==> src/rtl/btt_pkg.sv <==
package btt_pkg;

   localparam int OFFSET_BITS = 16;
   localparam int TOKEN_DEPTH = 4;
   localparam int TOKEN_PTR_BITS = $clog2(TOKEN_DEPTH);
   localparam int MAX_TOKENS = 3;

   localparam logic [15:0] LENGTH_MAX = 16'hFFFF;

   localparam logic [7:0] CH_LBRACE = 8'h7B;
   localparam logic [7:0] CH_RBRACE = 8'h7D;
   localparam logic [7:0] CH_QUOTE = 8'h22;
   localparam logic [7:0] CH_SLASH = 8'h2F;
   localparam logic [7:0] CH_NEWLINE = 8'h0A;
   localparam logic [7:0] CH_UNDERSCORE = 8'h5F;
   localparam logic [7:0] CH_MINUS = 8'h2D;
   localparam logic [7:0] CH_DOT = 8'h2E;
   localparam logic [7:0] CH_SPACE = 8'h20;
   localparam logic [7:0] CH_TAB = 8'h09;
   localparam logic [7:0] CH_VTAB = 8'h0B;
   localparam logic [7:0] CH_FORMFEED = 8'h0C;
   localparam logic [7:0] CH_RETURN = 8'h0D;

   typedef enum logic [2:0] {
      MODE_IDLE,
      MODE_SLASH,
      MODE_COMMENT,
      MODE_STRING,
      MODE_IDENT,
      MODE_NUMBER
   } lexer_mode_type;

   typedef enum logic [2:0] {
      KIND_LBRACE = 3'd0,
      KIND_RBRACE = 3'd1,
      KIND_STRING = 3'd2,
      KIND_IDENT = 3'd3,
      KIND_NUMBER = 3'd4,
      KIND_ERROR = 3'd5,
      KIND_EOT = 3'd6
   } token_kind_type;

   typedef struct packed {
      token_kind_type kind;
      logic [15:0] start;
      logic [15:0] length;
      logic last;
   } token_type;

   function automatic logic is_space(input logic [7:0] b);
      return b == CH_SPACE || b == CH_TAB || b == CH_NEWLINE || b == CH_VTAB ||
             b == CH_FORMFEED || b == CH_RETURN;
   endfunction

   function automatic logic is_letter(input logic [7:0] b);
      return (b >= 8'h61 && b <= 8'h7A) || (b >= 8'h41 && b <= 8'h5A);
   endfunction

   function automatic logic is_digit(input logic [7:0] b);
      return b >= 8'h30 && b <= 8'h39;
   endfunction

   function automatic logic is_ident_more(input logic [7:0] b);
      return is_letter(b) || is_digit(b) || b == CH_UNDERSCORE;
   endfunction

   function automatic logic is_number_byte(input logic [7:0] b);
      return is_digit(b) || b == CH_MINUS || b == CH_DOT;
   endfunction

   function automatic logic [15:0] sat_inc(input logic [15:0] len);
      return (len < LENGTH_MAX) ? 16'(len + 16'd1) : LENGTH_MAX;
   endfunction

   function automatic logic [15:0] to_start(input logic [OFFSET_BITS-1:0] offset);
      logic [31:0] wide;
      wide = 32'(offset);
      return wide[15:0];
   endfunction

endpackage

==> src/rtl/brace_text_tokenizer.sv <==
// Brace-text tokenizer.
// The req_ channel carries one text byte per word; req_tlast marks the last
// byte of a text. The rsp_ channel carries one token per word: start offset
// and length in rsp_tdata, the token kind in rsp_tuser, with rsp_tlast set on
// the final token caused by a byte.
// After the last byte of a text an end-of-text token follows, and offsets
// start again from zero for the next text.
// A byte is decoded in the cycle it is accepted and its tokens (none to
// three) are written into a four-entry token queue; the first of them can
// be taken on the next cycle. One byte is accepted every cycle while the
// queue holds at most one token, so a stream giving at most one token per
// byte flows at one byte per cycle while the receiver is ready; a byte that
// gives two or three tokens holds off new bytes until the queue holds at most one token again.
// When the receiver stalls, the queue fills and req_tready falls until it
// drains; no token is lost or repeated.
// Reset empties the queue and returns the lexer to idle at offset zero.
module brace_text_tokenizer
   import btt_pkg::*;
(
   input  logic        clock,
   input  logic        reset,
   input  logic        req_tvalid,
   output logic        req_tready,
   input  logic [7:0]  req_tdata,  // in_byte
   input  logic        req_tlast,  // end_of_text
   output logic        rsp_tvalid,
   input  logic        rsp_tready,
   output logic [31:0] rsp_tdata,  // token_start[15:0], token_length[31:16]
   output logic [2:0]  rsp_tuser,  // token_kind[2:0]
   output logic        rsp_tlast   // last_of_run
);

   lexer_mode_type mode_ff, mode_in;
   logic [OFFSET_BITS-1:0] start_ff, start_in;
   logic [15:0] length_ff, length_in;
   logic [OFFSET_BITS-1:0] position_ff, position_in;

   token_type queue_ff [TOKEN_DEPTH];
   logic [TOKEN_PTR_BITS-1:0] wr_ptr_ff, wr_ptr_in;
   logic [TOKEN_PTR_BITS-1:0] rd_ptr_ff, rd_ptr_in;
   logic [TOKEN_PTR_BITS:0] count_ff, count_in;

   token_type tok [MAX_TOKENS];
   logic [1:0] tok_count;
   logic consumed;
   logic accept;
   logic pop;
   logic [7:0] b;
   token_type head;

   assign b = req_tdata;
   assign req_tready = (count_ff < (TOKEN_PTR_BITS + 1)'(2));
   assign accept = req_tvalid && req_tready;
   assign rsp_tvalid = (count_ff != '0);
   assign pop = rsp_tvalid && rsp_tready;
   assign head = queue_ff[rd_ptr_ff];
   assign rsp_tdata = {head.length, head.start};
   assign rsp_tuser = head.kind;
   assign rsp_tlast = head.last;

   always_comb begin
      mode_in = mode_ff;
      start_in = start_ff;
      length_in = length_ff;
      consumed = 1'b0;
      tok_count = 2'd0;
      for (int i = 0; i < MAX_TOKENS; i++) begin
         tok[i] = '{kind: KIND_EOT, start: 16'd0, length: 16'd0, last: 1'b0};
      end

      unique case (mode_ff)
         MODE_SLASH: begin
            if (b == CH_SLASH) begin
               mode_in = MODE_COMMENT;
               consumed = 1'b1;
            end else begin
               tok[tok_count] = '{KIND_ERROR, to_start(start_ff), 16'd1, 1'b0};
               tok_count = tok_count + 2'd1;
               mode_in = MODE_IDLE;
            end
         end
         MODE_COMMENT: begin
            if (b == CH_NEWLINE) begin
               mode_in = MODE_IDLE;
            end
            consumed = 1'b1;
         end
         MODE_STRING: begin
            if (b == CH_QUOTE) begin
               tok[tok_count] = '{KIND_STRING, to_start(start_ff), length_ff, 1'b0};
               tok_count = tok_count + 2'd1;
               mode_in = MODE_IDLE;
            end else begin
               length_in = sat_inc(length_ff);
            end
            consumed = 1'b1;
         end
         MODE_IDENT: begin
            if (is_ident_more(b)) begin
               length_in = sat_inc(length_ff);
               consumed = 1'b1;
            end else begin
               tok[tok_count] = '{KIND_IDENT, to_start(start_ff), length_ff, 1'b0};
               tok_count = tok_count + 2'd1;
               mode_in = MODE_IDLE;
            end
         end
         MODE_NUMBER: begin
            if (is_number_byte(b)) begin
               length_in = sat_inc(length_ff);
               consumed = 1'b1;
            end else begin
               tok[tok_count] = '{KIND_NUMBER, to_start(start_ff), length_ff, 1'b0};
               tok_count = tok_count + 2'd1;
               mode_in = MODE_IDLE;
            end
         end
         default: begin
            mode_in = MODE_IDLE;
         end
      endcase

      if (!consumed) begin
         priority if (is_space(b)) begin
            mode_in = mode_in;
         end else if (b == CH_LBRACE) begin
            tok[tok_count] = '{KIND_LBRACE, to_start(position_ff), 16'd1, 1'b0};
            tok_count = tok_count + 2'd1;
         end else if (b == CH_RBRACE) begin
            tok[tok_count] = '{KIND_RBRACE, to_start(position_ff), 16'd1, 1'b0};
            tok_count = tok_count + 2'd1;
         end else if (b == CH_QUOTE) begin
            mode_in = MODE_STRING;
            start_in = position_ff + OFFSET_BITS'(1);
            length_in = 16'd0;
         end else if (b == CH_SLASH) begin
            mode_in = MODE_SLASH;
            start_in = position_ff;
            length_in = 16'd1;
         end else if (is_letter(b) || b == CH_UNDERSCORE) begin
            mode_in = MODE_IDENT;
            start_in = position_ff;
            length_in = 16'd1;
         end else if (is_number_byte(b)) begin
            mode_in = MODE_NUMBER;
            start_in = position_ff;
            length_in = 16'd1;
         end else begin
            tok[tok_count] = '{KIND_ERROR, to_start(position_ff), 16'd1, 1'b0};
            tok_count = tok_count + 2'd1;
         end
      end

      if (req_tlast) begin
         unique case (mode_in)
            MODE_SLASH: begin
               tok[tok_count] = '{KIND_ERROR, to_start(start_in), 16'd1, 1'b0};
               tok_count = tok_count + 2'd1;
            end
            MODE_STRING: begin
               tok[tok_count] = '{KIND_ERROR, to_start(start_in), length_in, 1'b0};
               tok_count = tok_count + 2'd1;
            end
            MODE_IDENT: begin
               tok[tok_count] = '{KIND_IDENT, to_start(start_in), length_in, 1'b0};
               tok_count = tok_count + 2'd1;
            end
            MODE_NUMBER: begin
               tok[tok_count] = '{KIND_NUMBER, to_start(start_in), length_in, 1'b0};
               tok_count = tok_count + 2'd1;
            end
            default: begin
               mode_in = mode_in;
            end
         endcase
         tok[tok_count] = '{KIND_EOT, 16'd0, 16'd0, 1'b0};
         tok_count = tok_count + 2'd1;
         mode_in = MODE_IDLE;
         start_in = '0;
         length_in = 16'd0;
         position_in = '0;
      end else begin
         position_in = position_ff + OFFSET_BITS'(1);
      end

      if (tok_count != 2'd0) begin
         tok[tok_count - 2'd1].last = 1'b1;
      end
   end

   always_comb begin
      wr_ptr_in = wr_ptr_ff;
      rd_ptr_in = rd_ptr_ff;
      count_in = count_ff;
      if (accept) begin
         wr_ptr_in = wr_ptr_ff + TOKEN_PTR_BITS'(tok_count);
         count_in = count_in + (TOKEN_PTR_BITS + 1)'(tok_count);
      end
      if (pop) begin
         rd_ptr_in = rd_ptr_ff + TOKEN_PTR_BITS'(1);
         count_in = count_in - (TOKEN_PTR_BITS + 1)'(1);
      end
   end

   always_ff @(posedge clock) begin
      if (reset) begin
         mode_ff <= MODE_IDLE;
         start_ff <= '0;
         length_ff <= 16'd0;
         position_ff <= '0;
         wr_ptr_ff <= '0;
         rd_ptr_ff <= '0;
         count_ff <= '0;
      end else begin
         if (accept) begin
            mode_ff <= mode_in;
            start_ff <= start_in;
            length_ff <= length_in;
            position_ff <= position_in;
         end
         wr_ptr_ff <= wr_ptr_in;
         rd_ptr_ff <= rd_ptr_in;
         count_ff <= count_in;
      end
   end

   always_ff @(posedge clock) begin
      for (int i = 0; i < MAX_TOKENS; i++) begin
         if (accept && (2'(i) < tok_count)) begin
            queue_ff[wr_ptr_ff + TOKEN_PTR_BITS'(i)] <= tok[i];
         end
      end
   end

endmodule

==> config.mk <==
export PLATFORM = sky130hd
export DESIGN_NAME = brace_text_tokenizer
export DESIGN_NICKNAME = d
export VERILOG_FILES = /design/src/rtl/btt_pkg.sv /design/src/rtl/brace_text_tokenizer.sv
export SDC_FILE = /design/constraint.sdc
export NUM_CORES = 1
export LEC_CHECK = 0
export BUFFER_PORTS_ARGS = -buffer_cell sky130_fd_sc_hd__buf_2
export CAP_MARGIN = 20
export CORE_MARGIN = 5
export CORE_UTILIZATION = 47
export CTS_CLUSTER_SIZE = 10
export DETAILED_ROUTE_END_ITERATION = 16
export SKIP_CTS_REPAIR_TIMING = 1
export SYNTH_ARGS = -nofsm -noshare
export SYNTH_HDL_FRONTEND = slang
export SYNTH_SLANG_ARGS = --single-unit
==> constraint.sdc <==
create_clock -name clock -period 12.95 [get_ports clock]
set_clock_uncertainty 0.1 [all_clocks]
set_input_delay 2.59 -clock clock [delete_from_list [all_inputs] [get_ports clock]]
set_output_delay 2.59 -clock clock [all_outputs]
set_load 0.1 [all_outputs]
==> key figures, run 1 <==
Status
  – Result of the run: completed

Routing
  – WL/cell: 23.1 um
  – 1st-pass router iterations: 6
  – Post-detailed-route via-to-cell ratio: 6.72
  – DRC errors left: 0
  – Via count of the routed design: 10784
  – Number of design-rule violations left by the first detailed-router iteration: 1446
  – Antenna viol nets, final: 0
  – Routed Wire Length: 37100 um

Logic synthesis
  – EDFF count, synth: 144
  – Post-synthesis sequential area ratio: 44.6%
  – Net count after synthesis: 1301
  – Average cell area after synthesis: 9.72 um^2
  – FF+latch count, synth: 204
  – Count of different cell masters after synthesis: 77
  – FFs w/ async S/R, synth: 0%
  – Ys flop type: edfxtp_1
  – Number of standard cells after synthesis: 1274
  – Cell Area, Synth: 0.0124 mm^2
  – Count of yosys warnings during synthesis: 0

Die
  – Row count: 59
  – Placeable core region: 0.0260 mm^2
  – Die footprint: 0.0297 mm^2
  – Y dimension of the die: 172 um
  – Ports placed on the boundary: 51
  – Floorplan die width: 172 um
  – Initial core utilization: 47.7%

Critical path
  – Worst setup SP type: input port
  – Cell with the largest stage delay on the worst path: nand2_1
  – Delay of the slowest cell on the worst path: 710 ps
  – CP top delay family: simple AND/OR/NAND/NOR gates
  – Critical Path End Type: register
  – WS Path Type: in -> reg
  – Number of buffers and inverters on the critical path: 4
  – CP dominant cell by count: nand2_1
  – Critical path fanouts, max: 29
  – Ordered list of cells on the worst path: buf_2, or4b_1, o21a_1, a211oi_2, and2_2, inv_2, ha_1, o211ai_1, nor2_1, a21oi_1, ha_1, nand2_1, o21ai_0, ha_1, nand2_1, nand2_1, nor4_2, buf_4, o21ai_2, buf_4, nand2_1, o221ai_1
  – Arrival time of data at the critical path endpoint: 8260 ps
  – WP data required: 13060 ps

STA
  – Time the final worst path needs with I/O delays and setup: 8150 ps
  – Final hold viol count: 0
  – Maximum clock rate: 123 MHz
  – Least-Margin Pin Slew: 1110 ps
  – Tightest slew margin relative to the limit: 25.7%
  – Total Negative Setup Slacks: 0 ps
  – Setup Viol. Count Final: 0
  – Final-report max-slew violation count: 0
  – Setup repair after global routing missed its margin: false
  – Share of the cycle needed by the critical path after routing: 62.9%

Final layout
  – # diodes: 0
  – Final Instance Count excl. Fillers: 1604
  – Net count reported at finish: 1277
  – Final core utilization: 52.1%
  – Final instance area: 0.0135 mm^2
  – Signed area change from the synthesized netlist to the final layout: 9.21%
  – Ratio of cells with drive above 1 in the final layout: 13.9%

Global route
  – Maximum number of pins on one net before global-route repair: 60
  – Wire length of the first global-routing pass: 58100 um
  – Total global routing track utilization: 24.8%
  – Number of global-route vias before repair: 9871
  – Antenna violations before repair: 1
  – Overflow after GRT: 0

Power and ir drop
  – P per Cell Area: 185 mW/mm^2
  – VDD IR-drop max: 183 uV
  – Sum of internal, switching and leakage power: 2.50 mW
  – Static leakage: 4.21 nW

Placement
  – Count of buffers inserted at the top-level ports: 50
  – Global placer's final weighted congestion: 0.940
  – HPWL reported at the end of detailed placement: 24300 um
  – Placed cell count: 1557
  – Post-placement cell area: 0.0128 mm^2

CTS
  – Buffers from clock root to sink, at most: 3
  – Clock tree from TritonCTS: yes
  – Worst-skew pair later-pin latency: 530 ps
  – Number of buffers inserted during clock tree synthesis: 25
  – Clock-pin slew on the worst setup and hold paths: 50 ps
  – Num Clock Sinks: 204
  – Number of H-tree levels: 1
  – Root cell of the clock tree: clkbuf_16

Worst hold path
  – Path category of the worst min-delay check: reg -> reg

Run
  – Number of maximum-capacitance constraint violations: 0
==> logic make-up after synthesis <==
logic type / synth area share, %
AO/OA/AOI/OAI: 24.0
adder cells (fa/ha/maj): 1.47
multiplexers: 6.88
XOR/XNOR: 0.990
buffers and inverters: 4.78
flip-flops: 44.6
AND/OR/NAND/NOR: 17.3
==> layout by cell type, fill, tap and decap left out, types with 28 or more instances in the layout <==
| master | synthesis | layout |
|---|---|---|
| nor2_1 | 123 | 122 |
| edfxtp_1 | 144 | 144 |
| mux4_2 | 36 | 36 |
| o221ai_1 | 64 | 64 |
| nand3_1 | 74 | 73 |
| a22oi_1 | 59 | 59 |
| o21ai_0 | 28 | 28 |
| buf_2 | 20 | 50 |
| o22ai_1 | 70 | 70 |
| nand2_1 | 108 | 108 |
| dfxtp_1 | 60 | 58 |
| a21oi_1 | 70 | 69 |
==> sequential cells by signal (all words and copies together) (netlist names), named ones only <==
name,flops
queue_ff,144
length_ff,16
position_ff,16
start_ff,16
count_ff,3
mode_ff,3
rd_ptr_ff,2
wr_ptr_ff,2
==> worst reg2reg max path, delay by kind of cell, from the launching register on <==
kind / cells / cell delay [ps]
and+or+nand+nor: 8 / 2130
AOI/OAI and AO/OA: 7 / 1080
adders and majority gates: 3 / 980
buffers and inverters: 4 / 850
DFF: 1 / 470
==> where the power goes <==
group | switching, mW | leakage, nW | internal [mW]
clock network | 0.261 | 0.348 | 0.370
logic | 0.803 | 2.03 | 0.230
registers | 0.0408 | 1.83 | 0.798
==> final cells by class <==
class	count	area, um^2
Clock buffer	42	709
Clock inverter	4	23.8
Fill cell	2346	12500
Inverter	17	63.8
Multi-Input combinational cell	926	6340
Sequential cell	204	5530
Tap cell	335	419
Timing Repair Buffer	76	445
==> final timing paths <==
kind	start	endpoint	slack [ps]	cells after the start
hold reg to reg	start_ff[10]	start_ff[10]	370	2
hold / removal	start_ff[10]	start_ff[10]	370	2
setup / recovery	req_tdata[4]	queue_ff[0][32]	4800	22
setup reg to reg	mode_ff[0]	queue_ff[0][32]	7050	22
==> synth_stat cells, types with 8 or more instances <==
cell	number	area, um^2
edfxtp_1	144	4320
nor2_1	123	462
nand2_1	108	405
clkbuf_1	96	360
nand3_1	74	370
a21oi_1	70	350
o22ai_1	70	438
o221ai_1	64	561
dfxtp_1	60	1200
a22oi_1	59	443
mux4_2	36	811
o21ai_0	28	140
a31oi_1	24	150
nor3_1	23	115
buf_2	20	100
nand4_1	16	100
and3_1	15	93.8
inv_1	15	56.3
o21ai_1	14	70.1
ha_1	13	163
o22a_1	12	105
a32oi_1	11	96.3
or3_1	11	68.8
and2_1	10	62.6
and4_1	10	87.6
o2bb2ai_1	10	87.6
xor2_1	9	78.8
a221o_1	8	80.1
o211ai_1	8	60.1
==> through the flow <==
step | worst slack, ps | hold slack (ps)
detailed placement | 4400 | 365
floorplan | 3230 | 346
finish | 4800 | 369
global route | 4340 | 388
global placement | 4490 | 354
CTS | 4880 | 373
==> per-layer routing <==
layer  up-vias  GRT usage (%)  wire (um)
met1      5204           38.9      17000
met4         2           4.31        475
met5         -              0         13
li1       5001              -          -
met3        35           5.69       4070
met2       542           35.2      15500
Note: power is estimated with default switching activity, not from simulation.
==> run 2: changes to the inputs <==
--- a/config.mk
+++ b/config.mk
@@ -5,6 +5,7 @@
 export SDC_FILE = /design/constraint.sdc
 export NUM_CORES = 1
 export LEC_CHECK = 0
+export ABC_AREA = 1
 export BUFFER_PORTS_ARGS = -buffer_cell sky130_fd_sc_hd__buf_2
 export CAP_MARGIN = 20
 export CORE_MARGIN = 5
==> constraint.sdc (replaced) <==
create_clock -name clock -period 7.5 [get_ports clock]
set_clock_uncertainty 0.1 [all_clocks]
set_input_delay 1.5 -clock clock [delete_from_list [all_inputs] [get_ports clock]]
set_output_delay 1.5 -clock clock [all_outputs]
set_load 0.1 [all_outputs]
==> run 2 against run 1 <==
Sequential power is 78% higher. Core utilization is 0.77 points lower. Critical path type unchanged. Final cell count up 60%. Count of clock-buffer cells in the layout decreased by 1.
==> key figures, run 2 <==
Global route
  – Wire length of the first global-routing pass: 78400 um (+35%)
  – Antenna violations before repair: 0 (-1)
  – Total global routing track utilization: 28.6% (+3.9 points)
  – Overflow after GRT: 0 (unchanged)
  – Number of global-route vias before repair: 13382 (+36%)
  – Maximum number of pins on one net before global-route repair: 73 (+22%)

Power and ir drop
  – Switch Pwr: 2.27 mW (+110%)
  – Portion of total power attributed to sequential cells: 31.6% (-1.9 points)
  – Part of the power in the clock network: 23.8% (-1.4 points)
  – Static leakage: 6.74 nW (+60%)
  – Internal power of the cells: 2.47 mW (+76%)
  – Comb pwr share: 44.7% (+3.4 points)
  – Switch share: 47.9% (+3.8 points)
  – VDD IR-drop max: 349 uV (+90%)
  – P per Cell Area: 301 mW/mm^2 (+63%)

Critical path
  – Reg-to-Reg End: queue_ff[0][24]
  – WP data required: 7530 ps (-5530 ps)
  – Critical Path End Type: register
  – Register-to-register setup slack: 2180 ps (-4870 ps)
  – CP top delay family: simple AND/OR/NAND/NOR gates
  – Worst setup SP type: input port
  – WS Path Type: in -> reg
  – Number of buffers and inverters on the critical path: 4 (unchanged)
  – CP dominant cell by count: nand2_1
  – Critical path fanouts, max: 36 (+24%)
  – FF-to-FF Start: mode_ff[0]
  – Cell with the largest stage delay on the worst path: nand2_2
  – Reg2Reg Depth: 21 (-4.5%)
  – Arrival time of data at the critical path endpoint: 6210 ps (-2050 ps)
  – Delay of the slowest cell on the worst path: 760 ps (+50 ps)

Logic synthesis
  – Cell Area, Synth: 0.0146 mm^2 (+18%)
  – Number of standard cells after synthesis: 2184 (+71%)
  – Count of yosys warnings during synthesis: 0 (unchanged)
  – EDFF count, synth: 144 (unchanged)
  – Post-synthesis sequential area ratio: 37.8% (-6.8 points)
  – Leading post-synthesis cells by cell area: edfxtp_1 30%, nand2_1 17%, nand3_1 9.8%
  – Net count after synthesis: 2211 (+70%)
  – Share of the synthesized area in the top cell type: 29.6% (-5.3 points)
  – Library cell with the highest instance count after synthesis: nand2_1
  – FFs w/ async S/R, synth: 0% (unchanged)
  – Most numerous cell types in the synthesized netlist: 678 x nand2_1, 287 x nand3_1, 236 x nor2_1, 167 x o21ai_0, 144 x edfxtp_1
  – Count of different cell masters after synthesis: 44 (-43%)
  – Average cell area after synthesis: 6.69 um^2 (-31%)
  – FF+latch count, synth: 204 (unchanged)
  – Ys flop type: edfxtp_1
  – Library cell occupying the most area in the post-synthesis netlist: edfxtp_1

Final layout
  – Final instance area: 0.0157 mm^2 (+16%)
  – Signed area change from the synthesized netlist to the final layout: 7.74%
  – Register containing the most flip-flops in the final layout: queue_ff
  – Net count reported at finish: 2186 (+71%)
  – Largest register FFs: 144 (unchanged)
  – # diodes: 0 (unchanged)
  – Ratio of cells with drive above 1 in the final layout: 7.81% (-6.1 points)
  – Final Instance Count excl. Fillers: 2572 (+60%)
  – Most frequent standard cell in the layout excluding fill and tap cells: nand2_1
  – Commonest cells after routing, fill and taps aside: 674 x nand2_1, 287 x nand3_1, 234 x nor2_1

CTS
  – Buffers from clock root to sink, at most: 3 (unchanged)
  – Clock-pin slew on the worst setup and hold paths: 50 ps (about the same)
  – Worst-skew pair later-pin latency: 520 ps (about the same)
  – Clock tree from TritonCTS: yes
  – Root cell of the clock tree: clkbuf_16
  – Num Clock Sinks: 204 (unchanged)
  – Number of buffers inserted during clock tree synthesis: 25 (unchanged)
  – Number of H-tree levels: 1 (unchanged)

Worst hold path
  – Hold Crit Start: start_ff[8]
  – Cell count of the worst hold path: 2 (unchanged)
  – Path category of the worst min-delay check: reg -> reg
  – Endpoint of the worst hold path: start_ff[8]

STA
  – Maximum clock rate: 162 MHz
  – Final-report max-slew violation count: 0 (unchanged)
  – Total Negative Setup Slacks: 0 ps (unchanged)
  – Time the final worst path needs with I/O delays and setup: 6170 ps
  – Fin worst setup slack: 1330 ps (-3480 ps)
  – Setup repair after global routing missed its margin: false
  – Least-Margin Pin Slew: 1070 ps (-47.7 ps)
  – Tightest slew margin relative to the limit: 28.7% (+3.0 points)
  – Setup Viol. Count Final: 0 (unchanged)
  – Share of the cycle needed by the critical path after routing: 82.3%
  – Final hold viol count: 0 (unchanged)

Die
  – Row count: 64 (+8.5%)
  – Y dimension of the die: 186 um (+8.1%)
  – Die footprint: 0.0347 mm^2 (+17%)
  – Placeable core region: 0.0307 mm^2 (+18%)
  – Ports placed on the boundary: 51 (unchanged)
  – Initial core utilization: 47.6% (-0.060 points)
  – Floorplan die width: 186 um (+8.1%)

Routing
  – 1st-pass router iterations: 6 (unchanged)
  – Antenna viol nets, final: 0 (unchanged)
  – Number of design-rule violations left by the first detailed-router iteration: 1849 (+28%)
  – Routed Wire Length: 50500 um (+36%)
  – DRC errors left: 0 (unchanged)
  – Via count of the routed design: 14805 (+37%)
  – WL/cell: 19.6 um (-15%)
  – Post-detailed-route via-to-cell ratio: 5.76 (-14%)

Placement
  – Global placer's final weighted congestion: 0.944 (+0.38%)
  – HPWL reported at the end of detailed placement: 34500 um (+42%)
  – Pre-CTS setup slack: 755 ps (-3640 ps)
  – Post-placement cell area: 0.0150 mm^2 (+17%)
  – Placed cell count: 2527 (+62%)
  – Count of buffers inserted at the top-level ports: 50 (unchanged)

Run
  – Number of maximum-capacitance constraint violations: 0 (unchanged)

Status
  – Result of the run: completed
==> run 2: layout make-up <==
type,instances,area [um^2]
Timing Repair Buffer,75,470
Clock buffer,41,696
Multi-Input combinational cell,1697,7910
Fill cell,3148,14900
Sequential cell,204,5530
Clock inverter,3,40.0
Inverter,156,589
Tap cell,396,495
==> run 2: worst reg2reg max path, delay by kind of cell (launching register included) <==
family | cells | cell delay [ps]
buffers and inverters | 3 | 210
AOI/OAI and AO/OA | 1 | 190
adders and majority gates | 3 | 850
DFF | 1 | 360
and+or+nand+nor | 14 | 3210
==> run 2: routing by layer <==
| layer | vias to the layer above | GRT usage (%) | wire [um] |
|---|---|---|---|
| li1 | 7261 | - | - |
| met1 | 6794 | 44.0 | 23800 |
| met2 | 697 | 43.0 | 21100 |
| met3 | 53 | 5.02 | 4790 |
| met4 | 0 | 4.90 | 731 |
| met5 | - | 0 | 0 |
==> run 2: cell families (layout without fill, tap and decap cells) <==
| family | Yosys count | count (layout) | synth area share (%) |
|---|---|---|---|
| AO/OA/AOI/OAI | 393 | 393 | 14.3 |
| XOR/XNOR | 12 | 12 | 0.720 |
| adder cells (fa/ha/maj) | 14 | 14 | 1.25 |
| buffers and inverters | 283 | 275 | 8.10 |
| flip-flops | 204 | 204 | 37.8 |
| AND/OR/NAND/NOR | 1278 | 1278 | 37.8 |
==> run 2: through the flow <==
stage	hold slack (ps)	power (mW)	util, %
CTS	364	4.74	51.2
detailed placement	356	3.63	48.8
floorplan	336	3.17	-
global placement	355	3.60	48.7
global route	395	4.94	51.3
finish	364	4.73	51.3
==> run 2: worst max-delay path by stage <==
stage	start	end	slack (ps)	cells after the start
floorplan	req_tdata[1]	queue_ff[0][0]	1350	25
global placement	req_tdata[1]	queue_ff[3][25]	910	25
detailed placement	req_tdata[1]	queue_ff[3][25]	750	25
CTS	req_tdata[1]	queue_ff[3][0]	1280	25
global route	req_tdata[1]	queue_ff[0][24]	920	25
finish	req_tdata[1]	queue_ff[0][24]	1330	25
==> run 2: power by group through the flow <==
stage	Sequential [mW]	Combinational, mW	Clock, mW
6_report	1.49	2.11	1.13
5_1_grt	1.51	2.25	1.18
4_1_cts	1.50	2.11	1.14
3_5_place_dp	1.52	2.11	0
3_3_place_gp	1.52	2.09	0
2_1_floorplan	1.50	1.67	0
==> run 3: changes to the inputs <==
--- a/config.mk
+++ b/config.mk
@@ -5,7 +5,7 @@
 export SDC_FILE = /design/constraint.sdc
 export NUM_CORES = 1
 export LEC_CHECK = 0
-export ABC_AREA = 1
+export ABC_AREA = 0
 export BUFFER_PORTS_ARGS = -buffer_cell sky130_fd_sc_hd__buf_2
 export CAP_MARGIN = 20
 export CORE_MARGIN = 5
==> constraint.sdc (replaced) <==
create_clock -name clock -period 5.8 [get_ports clock]
set_clock_uncertainty 0.1 [all_clocks]
set_input_delay 1.16 -clock clock [delete_from_list [all_inputs] [get_ports clock]]
set_output_delay 1.16 -clock clock [all_outputs]
set_load 0.1 [all_outputs]
==> run 3 against run 2 <==
Global-route usage is 2.8 points lower. Register-to-register slack got worse by 1000 ps. Flip-flop and latch count is the same. Via count is 26% lower. Combinational power is 10% higher. Die area down 14%. Largest cell class unchanged. Largest power group unchanged.
==> key figures, run 3 (same netlist as run 1, synthesis figures left out) <==
Status
  – Result of the run: completed

CTS
  – Buffers from clock root to sink, at most: 3 (unchanged)
  – Num Clock Sinks: 204 (unchanged)
  – Worst-skew pair later-pin latency: 530 ps (about the same)
  – Number of buffers inserted during clock tree synthesis: 25 (unchanged)
  – Clock-pin slew on the worst setup and hold paths: 60 ps (about the same)
  – Clock tree from TritonCTS: yes
  – Number of H-tree levels: 1 (unchanged)
  – Root cell of the clock tree: clkbuf_16

Critical path
  – WP data required: 5940 ps (-1590 ps)
  – Register-to-register setup slack: 1140 ps (-1040 ps)
  – Arrival time of data at the critical path endpoint: 5330 ps (-880 ps)
  – Worst setup SP type: input port
  – WS Path Type: in -> reg
  – Reg2Reg Depth: 20 (-4.8%)
  – Critical path fanouts, max: 25 (-31%)
  – Critical Path End Type: register

Global route
  – Maximum number of pins on one net before global-route repair: 60 (-18%)
  – Number of global-route vias before repair: 10242 (-23%)
  – Wire length of the first global-routing pass: 60600 um (-23%)
  – Antenna violations before repair: 0 (unchanged)
  – Total global routing track utilization: 25.9% (-2.8 points)
  – Overflow after GRT: 0 (unchanged)

Placement
  – Post-placement cell area: 0.0132 mm^2 (-12%)
  – Count of buffers inserted at the top-level ports: 50 (unchanged)
  – HPWL reported at the end of detailed placement: 25800 um (-25%)
  – Pre-CTS setup slack: 153 ps (-602 ps)
  – Global placer's final weighted congestion: 0.905 (-4.2%)

Final layout
  – Largest register FFs: 144 (unchanged)
  – Commonest cells after routing, fill and taps aside: 144 x edfxtp_1, 121 x nor2_1, 107 x nand2_1
  – Final core utilization: 53.6% (+2.3 points)
  – Most frequent standard cell in the layout excluding fill and tap cells: edfxtp_1
  – Final instance area: 0.0139 mm^2 (-12%)
  – Ratio of cells with drive above 1 in the final layout: 16.8% (+9.0 points)
  – Signed area change from the synthesized netlist to the final layout: 12.4%
  – Register containing the most flip-flops in the final layout: queue_ff
  – Net count reported at finish: 1313 (-40%)
  – # diodes: 0 (unchanged)

STA
  – Fin worst setup slack: 610 ps (-716 ps)
  – Setup Viol. Count Final: 0 (unchanged)
  – Maximum clock rate: 193 MHz
  – Final-report max-slew violation count: 0 (unchanged)
  – Final hold viol count: 0 (unchanged)
  – Worst hold slack: 373 ps (+8.72 ps)
  – Tightest slew margin relative to the limit: 25.5% (-3.3 points)
  – Share of the cycle needed by the critical path after routing: 89.5%
  – Time the final worst path needs with I/O delays and setup: 5190 ps
  – Least-Margin Pin Slew: 1120 ps (+52.9 ps)
  – Setup repair after global routing missed its margin: false

Routing
  – Number of design-rule violations left by the first detailed-router iteration: 1315 (-29%)
  – Routed Wire Length: 38800 um (-23%)
  – Post-detailed-route via-to-cell ratio: 6.71 (+17%)
  – Via count of the routed design: 11006 (-26%)
  – WL/cell: 23.7 um (+21%)
  – Antenna viol nets, final: 0 (unchanged)
  – 1st-pass router iterations: 6 (unchanged)
  – DRC errors left: 0 (unchanged)

Die
  – Initial core utilization: 47.7% (+0.060 points)
  – Row count: 59 (-7.8%)
  – Y dimension of the die: 172 um (-7.5%)
  – Placeable core region: 0.0260 mm^2 (-15%)
  – Floorplan die width: 172 um (-7.5%)
  – Die footprint: 0.0297 mm^2 (-14%)
  – Ports placed on the boundary: 51 (unchanged)

Run
  – Number of maximum-capacitance constraint violations: 0 (unchanged)

Power and ir drop
  – Static leakage: 4.41 nW (-35%)
  – VDD IR-drop max: 451 uV (+29%)
  – P per Cell Area: 406 mW/mm^2 (+35%)

Worst hold path
  – Path category of the worst min-delay check: reg -> reg
  – Cell count of the worst hold path: 2 (unchanged)
-- run 3: cell types whose count changed in the layout (fill, tap and decap cells not counted), sizes merged, moves of 22 or more --
cell | before | now
nand2 | 689 | 108
a22oi | 4 | 59
o221ai | 0 | 64
buf | 75 | 112
a31oi | 2 | 24
nor2 | 245 | 125
o21ai | 205 | 42
inv | 150 | 17
nand3 | 296 | 74
a21oi | 115 | 73
mux4 | 0 | 36
-- run 3: path summary, 6_finish.rpt --
kind,startpoint,to
max,req_tdata[6],queue_ff[0][1]
min,start_ff[13],start_ff[13]
max reg2reg,mode_ff[0],queue_ff[0][1]
min reg2reg,start_ff[13],start_ff[13]
-- run 3: area by class of cell --
| type | instances | area, um^2 |
|---|---|---|
| multi-input combinational | 926 | 6390 |
| clock buffer | 43 | 693 |
| clock inverter | 3 | 21.3 |
| tap | 335 | 419 |
| sequential | 204 | 5530 |
| fill | 2345 | 12100 |
| inverter | 17 | 66.3 |
| timing repair buffer | 112 | 803 |
-- run 3: through the flow --
stage | TNS [ps] | power, mW | instances
final | 0 | 5.66 | 1640
after global routing | 0 | 5.87 | 1640
after CTS | 0 | 5.67 | 1640
after detailed placement | 0 | 4.28 | 1594
after global placement | 0 | 4.26 | 1593
after floorplan | -31550 | 3.82 | 1274
-- run 3: layer usage --
| metal | routed length, um | up-vias | share of wire, % | track usage [%] |
|---|---|---|---|---|
| met1 | 17400 | 5315 | 45 | 39.2 |
| met5 | 0 | - | 0 | 0 |
| li1 | - | 5083 | - | - |
| met4 | 468 | 0 | 1.2 | 4.68 |
| met2 | 16900 | 564 | 44 | 38.4 |
| met3 | 3980 | 44 | 10 | 5.85 |
-- run 3: worst max-delay path, stage by stage --
cell and delay [ps]:
buf_2 120, or4b_1 580, o21a_1 220, a211oi_2 210
and2_4 200, inv_4 40, buf_4 200, o22a_1 280
nand2_2 140, inv_1 60, ha_1 260, nand2_1 70
o21ai_2 80, ha_1 360, nand2_1 70, nand2_1 200
nor2_1 100, nand3_1 150, buf_4 310, buf_4 350
o221ai_1 160
-- run 3: power by group --
part	internal (mW)	switching, mW
Combinational	0.559	1.77
Sequential	1.78	0.144
Clock	0.806	0.595
